## src/rtl/chained_xor_packet_cipher_top_defines.svh

```systemverilog
// Assertion macros for the chained XOR packet cipher
`ifndef CHAINED_XOR_PACKET_CIPHER_TOP_DEFINES_SVH
`define CHAINED_XOR_PACKET_CIPHER_TOP_DEFINES_SVH

`ifndef SYNTHESIS
`define CXPC_ASSERT_IMPL(lbl, clk, rst_n, ante, cons, msg) \
    lbl: assert property (@(posedge clk) disable iff (!rst_n) (ante) |-> (cons)) \
        else $error(msg);
`define CXPC_ASSERT_NEXT(lbl, clk, rst_n, ante, cons, msg) \
    lbl: assert property (@(posedge clk) disable iff (!rst_n) (ante) |=> (cons)) \
        else $error(msg);
`else
`define CXPC_ASSERT_IMPL(lbl, clk, rst_n, ante, cons, msg)
`define CXPC_ASSERT_NEXT(lbl, clk, rst_n, ante, cons, msg)
`endif

`endif

```

## src/rtl/cxpc_pkg.sv

```systemverilog
// Package: types and constants of the chained XOR packet cipher
`timescale 1ns / 1ps

package cxpc_pkg;

    localparam int BYTE_W = 8;

    typedef logic [BYTE_W-1:0] byte_t;

    typedef enum logic [0:0] {
        CFG_DIRECTION = 1'b0,
        CFG_FIXED_KEY = 1'b1
    } cfg_index_t;

    localparam logic DIR_DECRYPT = 1'b0;
    localparam logic DIR_ENCRYPT = 1'b1;

    typedef struct packed {
        byte_t data;
        byte_t rkey;
        logic  first;
        logic  last;
    } in_word_t;

    typedef struct packed {
        byte_t data;
        logic  eop;
        logic  ok;
    } out_word_t;

endpackage

```

## src/rtl/chained_xor_packet_cipher_top.sv

```systemverilog
// Top level: byte-serial two-stage chained XOR cipher with checksum check
//
// Input channel (in_valid/in_ready) carries one word per byte of a packet
// section: data_byte, random_key, first (checksum byte), last (final byte).
// Output channel (out_valid/out_ready) returns one word per input word:
// out_byte, end_of_packet (copy of last) and checksum_ok (on the last byte,
// payload sum mod 256 equals the plain checksum byte; 0 otherwise).
// Config port: cfg_we/cfg_index/cfg_data writes direction (index 0,
// 0 decrypt, 1 encrypt) and fixed_key (index 1); write only while idle.
// Path: an accepted word goes to the input register, then to the result
// register, which loads when empty or being taken; out_valid rises as it
// loads. Throughput: one word per cycle unless the receiver stalls; the
// cipher chain's 8-bit adds and two XORs sit in the single stage between the registers.
// Reset clears the chain state, the config registers and both valid flags.
// When the receiver stalls the result register holds, the input register
// fills, and in_ready drops until the result is taken; nothing is lost.
`timescale 1ns / 1ps
`include "chained_xor_packet_cipher_top_defines.svh"

module chained_xor_packet_cipher_top (
    input  logic                 clk,
    input  logic                 rst_n,
    input  logic                 in_valid,
    output logic                 in_ready,
    input  cxpc_pkg::byte_t      data_byte,
    input  cxpc_pkg::byte_t      random_key,
    input  logic                 first,
    input  logic                 last,
    output logic                 out_valid,
    input  logic                 out_ready,
    output cxpc_pkg::byte_t      out_byte,
    output logic                 end_of_packet,
    output logic                 checksum_ok,
    input  logic                 cfg_we,
    input  logic                 cfg_index,
    input  cxpc_pkg::byte_t      cfg_data
);

    logic                 direction_reg;
    cxpc_pkg::byte_t      fixed_key_reg;

    cxpc_pkg::in_word_t   s1_reg;
    logic                 s1_valid_reg;
    cxpc_pkg::out_word_t  out_reg;
    logic                 out_valid_reg;

    cxpc_pkg::byte_t      prev_inner_reg, prev_inner_next;
    cxpc_pkg::byte_t      prev_outer_reg, prev_outer_next;
    cxpc_pkg::byte_t      byte_index_reg, byte_index_next;
    cxpc_pkg::byte_t      payload_sum_reg, payload_sum_next;
    cxpc_pkg::byte_t      expected_sum_reg, expected_sum_next;

    cxpc_pkg::byte_t      base_inner, base_outer, base_index, base_sum;
    cxpc_pkg::byte_t      pos, inner_key, outer_key, mid, plain, res;
    cxpc_pkg::out_word_t  out_next;

    logic in_fire, s1_adv;
    cxpc_pkg::cfg_index_t cfg_sel;

    assign cfg_sel  = cxpc_pkg::cfg_index_t'(cfg_index);
    assign s1_adv   = s1_valid_reg && (!out_valid_reg || out_ready);
    assign in_ready = !s1_valid_reg || s1_adv;
    assign in_fire  = in_valid && in_ready;

    // config registers
    always_ff @(posedge clk or negedge rst_n)
    begin
        if (!rst_n)
        begin
            direction_reg <= cxpc_pkg::DIR_DECRYPT;
            fixed_key_reg <= '0;
        end
        else if (cfg_we)
        begin
            case (cfg_sel)
                cxpc_pkg::CFG_DIRECTION: direction_reg <= cfg_data[0];
                cxpc_pkg::CFG_FIXED_KEY: fixed_key_reg <= cfg_data;
                default:                 ;
            endcase
        end
    end

    // cipher step on the word held in the input register
    always_comb
    begin
        base_inner = s1_reg.first ? '0 : prev_inner_reg;
        base_outer = s1_reg.first ? '0 : prev_outer_reg;
        base_index = s1_reg.first ? '0 : byte_index_reg;
        base_sum   = s1_reg.first ? '0 : payload_sum_reg;
        pos        = base_index + 8'd1;
        inner_key  = base_inner + s1_reg.rkey + pos;
        outer_key  = base_outer + fixed_key_reg + pos;

        if (direction_reg == cxpc_pkg::DIR_ENCRYPT)
        begin
            plain           = s1_reg.data;
            mid             = s1_reg.data ^ inner_key;
            res             = mid ^ outer_key;
            prev_outer_next = res;
        end
        else
        begin
            mid             = s1_reg.data ^ outer_key;
            plain           = mid ^ inner_key;
            res             = plain;
            prev_outer_next = s1_reg.data;
        end

        prev_inner_next   = mid;
        byte_index_next   = pos;
        payload_sum_next  = s1_reg.first ? base_sum : base_sum + plain;
        expected_sum_next = s1_reg.first ? plain : expected_sum_reg;

        out_next.data = res;
        out_next.eop  = s1_reg.last;
        out_next.ok   = s1_reg.last && (payload_sum_next == expected_sum_next);
    end

    // chain state, updated as a word leaves the input register
    always_ff @(posedge clk or negedge rst_n)
    begin
        if (!rst_n)
        begin
            prev_inner_reg   <= '0;
            prev_outer_reg   <= '0;
            byte_index_reg   <= '0;
            payload_sum_reg  <= '0;
            expected_sum_reg <= '0;
        end
        else if (s1_adv)
        begin
            prev_inner_reg   <= prev_inner_next;
            prev_outer_reg   <= prev_outer_next;
            byte_index_reg   <= byte_index_next;
            payload_sum_reg  <= payload_sum_next;
            expected_sum_reg <= expected_sum_next;
        end
    end

    // valid flags
    always_ff @(posedge clk or negedge rst_n)
    begin
        if (!rst_n)
        begin
            s1_valid_reg  <= 1'b0;
            out_valid_reg <= 1'b0;
        end
        else
        begin
            if (in_fire)
                s1_valid_reg <= 1'b1;
            else if (s1_adv)
                s1_valid_reg <= 1'b0;

            if (s1_adv)
                out_valid_reg <= 1'b1;
            else if (out_ready)
                out_valid_reg <= 1'b0;
        end
    end

    // payload registers
    always_ff @(posedge clk)
    begin
        if (in_fire)
        begin
            s1_reg.data  <= data_byte;
            s1_reg.rkey  <= random_key;
            s1_reg.first <= first;
            s1_reg.last  <= last;
        end
        if (s1_adv)
            out_reg <= out_next;
    end

    assign out_valid     = out_valid_reg;
    assign out_byte      = out_reg.data;
    assign end_of_packet = out_reg.eop;
    assign checksum_ok   = out_reg.ok;

    `CXPC_ASSERT_IMPL(a_ok_only_on_eop, clk, rst_n, out_valid_reg && out_reg.ok, out_reg.eop, "checksum_ok without end_of_packet")
    `CXPC_ASSERT_IMPL(a_ready_when_empty, clk, rst_n, !s1_valid_reg, in_ready, "in_ready low with empty input register")
    `CXPC_ASSERT_NEXT(a_first_restarts_index, clk, rst_n, s1_adv && s1_reg.first, byte_index_reg == 8'd1, "byte index not restarted on first byte")

endmodule

```

## config.mk

```make
export PLATFORM = sky130hd
export DESIGN_NAME = chained_xor_packet_cipher_top
export DESIGN_NICKNAME = d
export VERILOG_FILES = /design/src/rtl/cxpc_pkg.sv /design/src/rtl/chained_xor_packet_cipher_top.sv
export VERILOG_INCLUDE_DIRS = /design/src /design/src/rtl
export SDC_FILE = /design/constraint.sdc
export NUM_CORES = 1
export LEC_CHECK = 0
export BUFFER_PORTS_ARGS = -buffer_cell sky130_fd_sc_hd__buf_2
export CAP_MARGIN = 20
export CORE_MARGIN = 2
export CORE_UTILIZATION = 56
export CTS_BUF_LIST = sky130_fd_sc_hd__clkbuf_4
export DETAILED_ROUTE_END_ITERATION = 8
export GPL_TIMING_DRIVEN = 0
export PLACE_DENSITY = 0.79
export SLEW_MARGIN = 10
export SYNTH_ARGS = -nofsm -noshare
export SYNTH_HDL_FRONTEND = slang
export SYNTH_SLANG_ARGS = --single-unit
export TNS_END_PERCENT = 100
```

## constraint.sdc

```tcl
create_clock -name clk -period 5.1 [get_ports clk]
set_input_delay 1.02 -clock clk [delete_from_list [all_inputs] [get_ports clk]]
set_output_delay 1.02 -clock clk [all_outputs]
set_load 0.02 [all_outputs]
```

==> flow_summary_export.csv <==
group,metric,value,unit
grt,grt_max_degree,35,
pwr,internal-power,2.574,mW
cts,cts.sink_count,79,
cells_and_area,fillCellCount,502,
grt,antenna_found_initial,0,
pwr,cellLeakagePower,2.845,nW
synthesis,ys_top_cells_by_count,"65 x nand2_1, 51 x dfrtp_1, 48 x inv_1",
status,status,"finished with violations",
pwr,peakVddDrop,0.3544,mV
route,wirelength,14220,microns
cts,h-tree-depth,3,
synthesis,synth.area.top_cells,"dfrtp_1 25%, edfxtp_1 17%, xnor2_1 6.8%, fa_1 6.0%, ha_1 5.2%",
critical_path,crit_type,"register to register",
pwr,power_density,723.1,nW/um^2
route,vias,4305,
pwr,power.switching,2.020,mW
timing,period_minus_slack,5.197,ns
synthesis,synth_edf_count,28,
grt,overflow,0,
worst_hold_path,min_path_type,"register to register",
synthesis,yosysWarnings,0,
floorplanning,core_area,8721,sq um
placement,dpl_cell_area,5409,sq um
status,violations,"negative setup slack",
route,vias_per_cell,6.063,
floorplanning,die_w,98.76,microns
timing,layout_setup_ws,-0.09661,ns
cells_and_area,area_growth,26.35,%
synthesis,async_flop_share,64.56,%
timing,slew_headroom,25.27,%
synthesis,yosysMostFrequentCell,"nand2_1",
timing,fin_skew,0.02095,ns
critical_path,cp.arrival,5.40,ns
flow_run,maxCapViolations,0,
synthesis,yosysTopAreaCellShare,25.38,%
timing,hold_ws,0.4856,ns
synthesis,avgSynthCellArea,10.04,sq um
timing,clock.fmax,192.4,MHz
grt,first_global_vias,4194,
pwr,seqPwrFrac,21.5,%
synthesis,syn_nets,569,
placement,dp_cells,653,
route,drtIter0Drc,391,
route,routedWlPerCell,20.02,microns
timing,rsz0062_at_grt,"true",
critical_path,cpPeakStageDelay,0.52,ns
synthesis,seq_area_frac_synth,42.10,%
pwr,power_frac_comb,70.4,%
cts,hold_buffers,0,
cells_and_area,regArea,2117,sq um
cts,cts_made_buffers,9,
cells_and_area,fin_area,6354,sq um
cts,cts-root-buf,"clkbuf_4",
timing,finalSetupViolCount,1,
floorplanning,start_util,57.66,%
placement,dp_hpwl,8431,microns
critical_path,cp_cell_sequence,"buf_4 -> buf_4 -> nand3_1 -> xnor2_1 -> nand2_2 -> fa_1 -> inv_1 -> ha_2 -> nor2b_4 -> o31a_1 -> a21oi_2 -> xnor3_2 -> nand2_2 -> o21ai_4 -> ha_4 -> inv_2 -> or4_4 -> o2111ai_4 -> xor2_1 -> nor2_1 -> o221a_2 -> nand2_1 -> o211ai_1",
placement,pre_cts_ws,-0.9683,ns
pwr,clkPwrFrac,8.2,%
cells_and_area,final_nets,665,
floorplanning,row_count,34,
pwr,swShare,43.96,%
cts,cts.path.max_buffers,2,
cells_and_area,final_util,72.86,%
route,first_pass_iters,5,
synthesis,synth_seq_cells,79,
placement,io_buffers,43,
grt,gr-usage-all-layers,27.88,%
timing,hold_violations,0,
placement,routabilityCongestion,0.9068,
cells_and_area,antenna_cells,0,
floorplanning,dieHeight,98.76,microns
route,drcViolationCount,0,
critical_path,crit_path_start_kind,"register",
synthesis,syn-cell-area,5029,sq um
cts,clock_latency,0.46,ns
grt,grt_first_pass_wirelength,21160,microns
floorplanning,dieArea,9754,sq um
synthesis,ys.flop_type,"dfrtp_1",
critical_path,crit_family,"adder cells",
cells_and_area,finalNonFillerCells,710,
timing,tns,-0.09661,ns
cells_and_area,drive_gt1_share,33.55,%
critical_path,crit_required,5.31,ns
critical_path,endpoint_kind,"register",
timing,fin_crit_sh,101.9,%
timing,worst_pin_slew,1.121,ns
cells_and_area,largest_register_ffs,17,
critical_path,crit_buf_inv,4,
synthesis,netlist.top_cell.by_area,"dfrtp_1",
synthesis,synth_cell_type_count,55,
critical_path,cp_slowest_cell,"fa_1",
critical_path,crit_fanout,5,
route,drt.antenna.violating_nets,0,
cts,cts_tree,"done",
floorplanning,ios,44,
timing,drv_slew,0,
synthesis,netlist_instances,501,
cells_and_area,multi_input_area,3134,sq um
pwr,total_power,4.594,mW
cts,clk_pin_slew,0.13,ns
[area by class of cell]
cell class / instances / area share [%]
multi-input cells: 357 / 49.33
flip-flops and latches: 79 / 33.32
repair buffers: 86 / 8.980
inverters: 49 / 2.934
well taps: 108 / 2.127
plain buffers: 15 / 1.319
clock buffers: 10 / 1.182
clock inverters: 6 / 0.8074
[kinds of logic (layout without fill, tap and decap cells)]
family,count (synthesis),count (layout),share of synthesized area (%)
and+or+nand+nor,137,137,12.61
xor gates and xnor gates,60,60,11.02
muxes,20,20,4.280
AOI/OAI and AO/OA,104,104,13.91
adders and majority gates,36,36,11.20
DFF,79,79,42.10
buffers and inverters,65,166,4.877
[power by group through the flow]
stage / Sequential [mW] / Combinational (mW) / Clock [mW]
final: 0.986 / 3.23 / 0.375
after global routing: 1.00 / 3.47 / 0.393
after CTS: 0.980 / 2.66 / 0.373
after detailed placement: 0.996 / 2.19 / 0
after global placement: 0.986 / 2.12 / 0
after floorplan: 1.02 / 1.69 / 0
[timing repair]
action	4_1_cts	5_1_grt
setup endpoints to repair	4	2
gates cloned	0	0
pin swaps	29	45
resized for setup	47	62
buffers inserted	27	15
[worst min-delay path, delay by kind of cell (launching register included)]
family | cells | cell delay [ns]
and+or+nand+nor | 1 | 0.05
AOI/OAI and AO/OA | 1 | 0.06
DFF | 1 | 0.35
[path summary, 6_finish.rpt]
path	from	endpoint	slack (ns)	cells after the start
min in group asynchronous	rst_n	direction_reg	0.50	1
max reg2reg	byte_index_reg[1]	checksum_ok	-0.1	23
min	payload_sum_reg[1]	payload_sum_reg[1]	0.49	2
min reg2reg	payload_sum_reg[1]	payload_sum_reg[1]	0.49	2
max in group asynchronous	rst_n	payload_sum_reg[2]	4.03	2
max	byte_index_reg[1]	checksum_ok	-0.1	23
[layout by cell type (no fill, tap or decap), types with 8 or more instances in the layout]
cell type	netlist	layout
clkbuf_4	0	10
a21oi_1	15	10
xnor2_1	39	32
fa_1	15	13
nor2b_1	14	12
mux2_2	12	12
inv_2	1	11
edfxtp_1	28	28
clkbuf_1	9	8
o21ai_0	36	33
buf_2	1	44
dfrtp_1	51	51
xor2_1	18	14
nand2_1	65	54
nor2_1	23	21
a21o_1	8	8
inv_1	48	37
ha_4	0	11
buf_4	0	39
mux2i_1	8	8
xnor2_2	2	8
[metal layers]
layer / GRT usage (%) / wire (microns) / share of wire, %
met3: 4.681 / 1326 / 9.3
met1: 36.78 / 5433 / 38
met2: 45.79 / 6966 / 49
met5: 0 / 0 / 0
met4: 11.91 / 488 / 3.4
(Power assumes the default switching activity.)
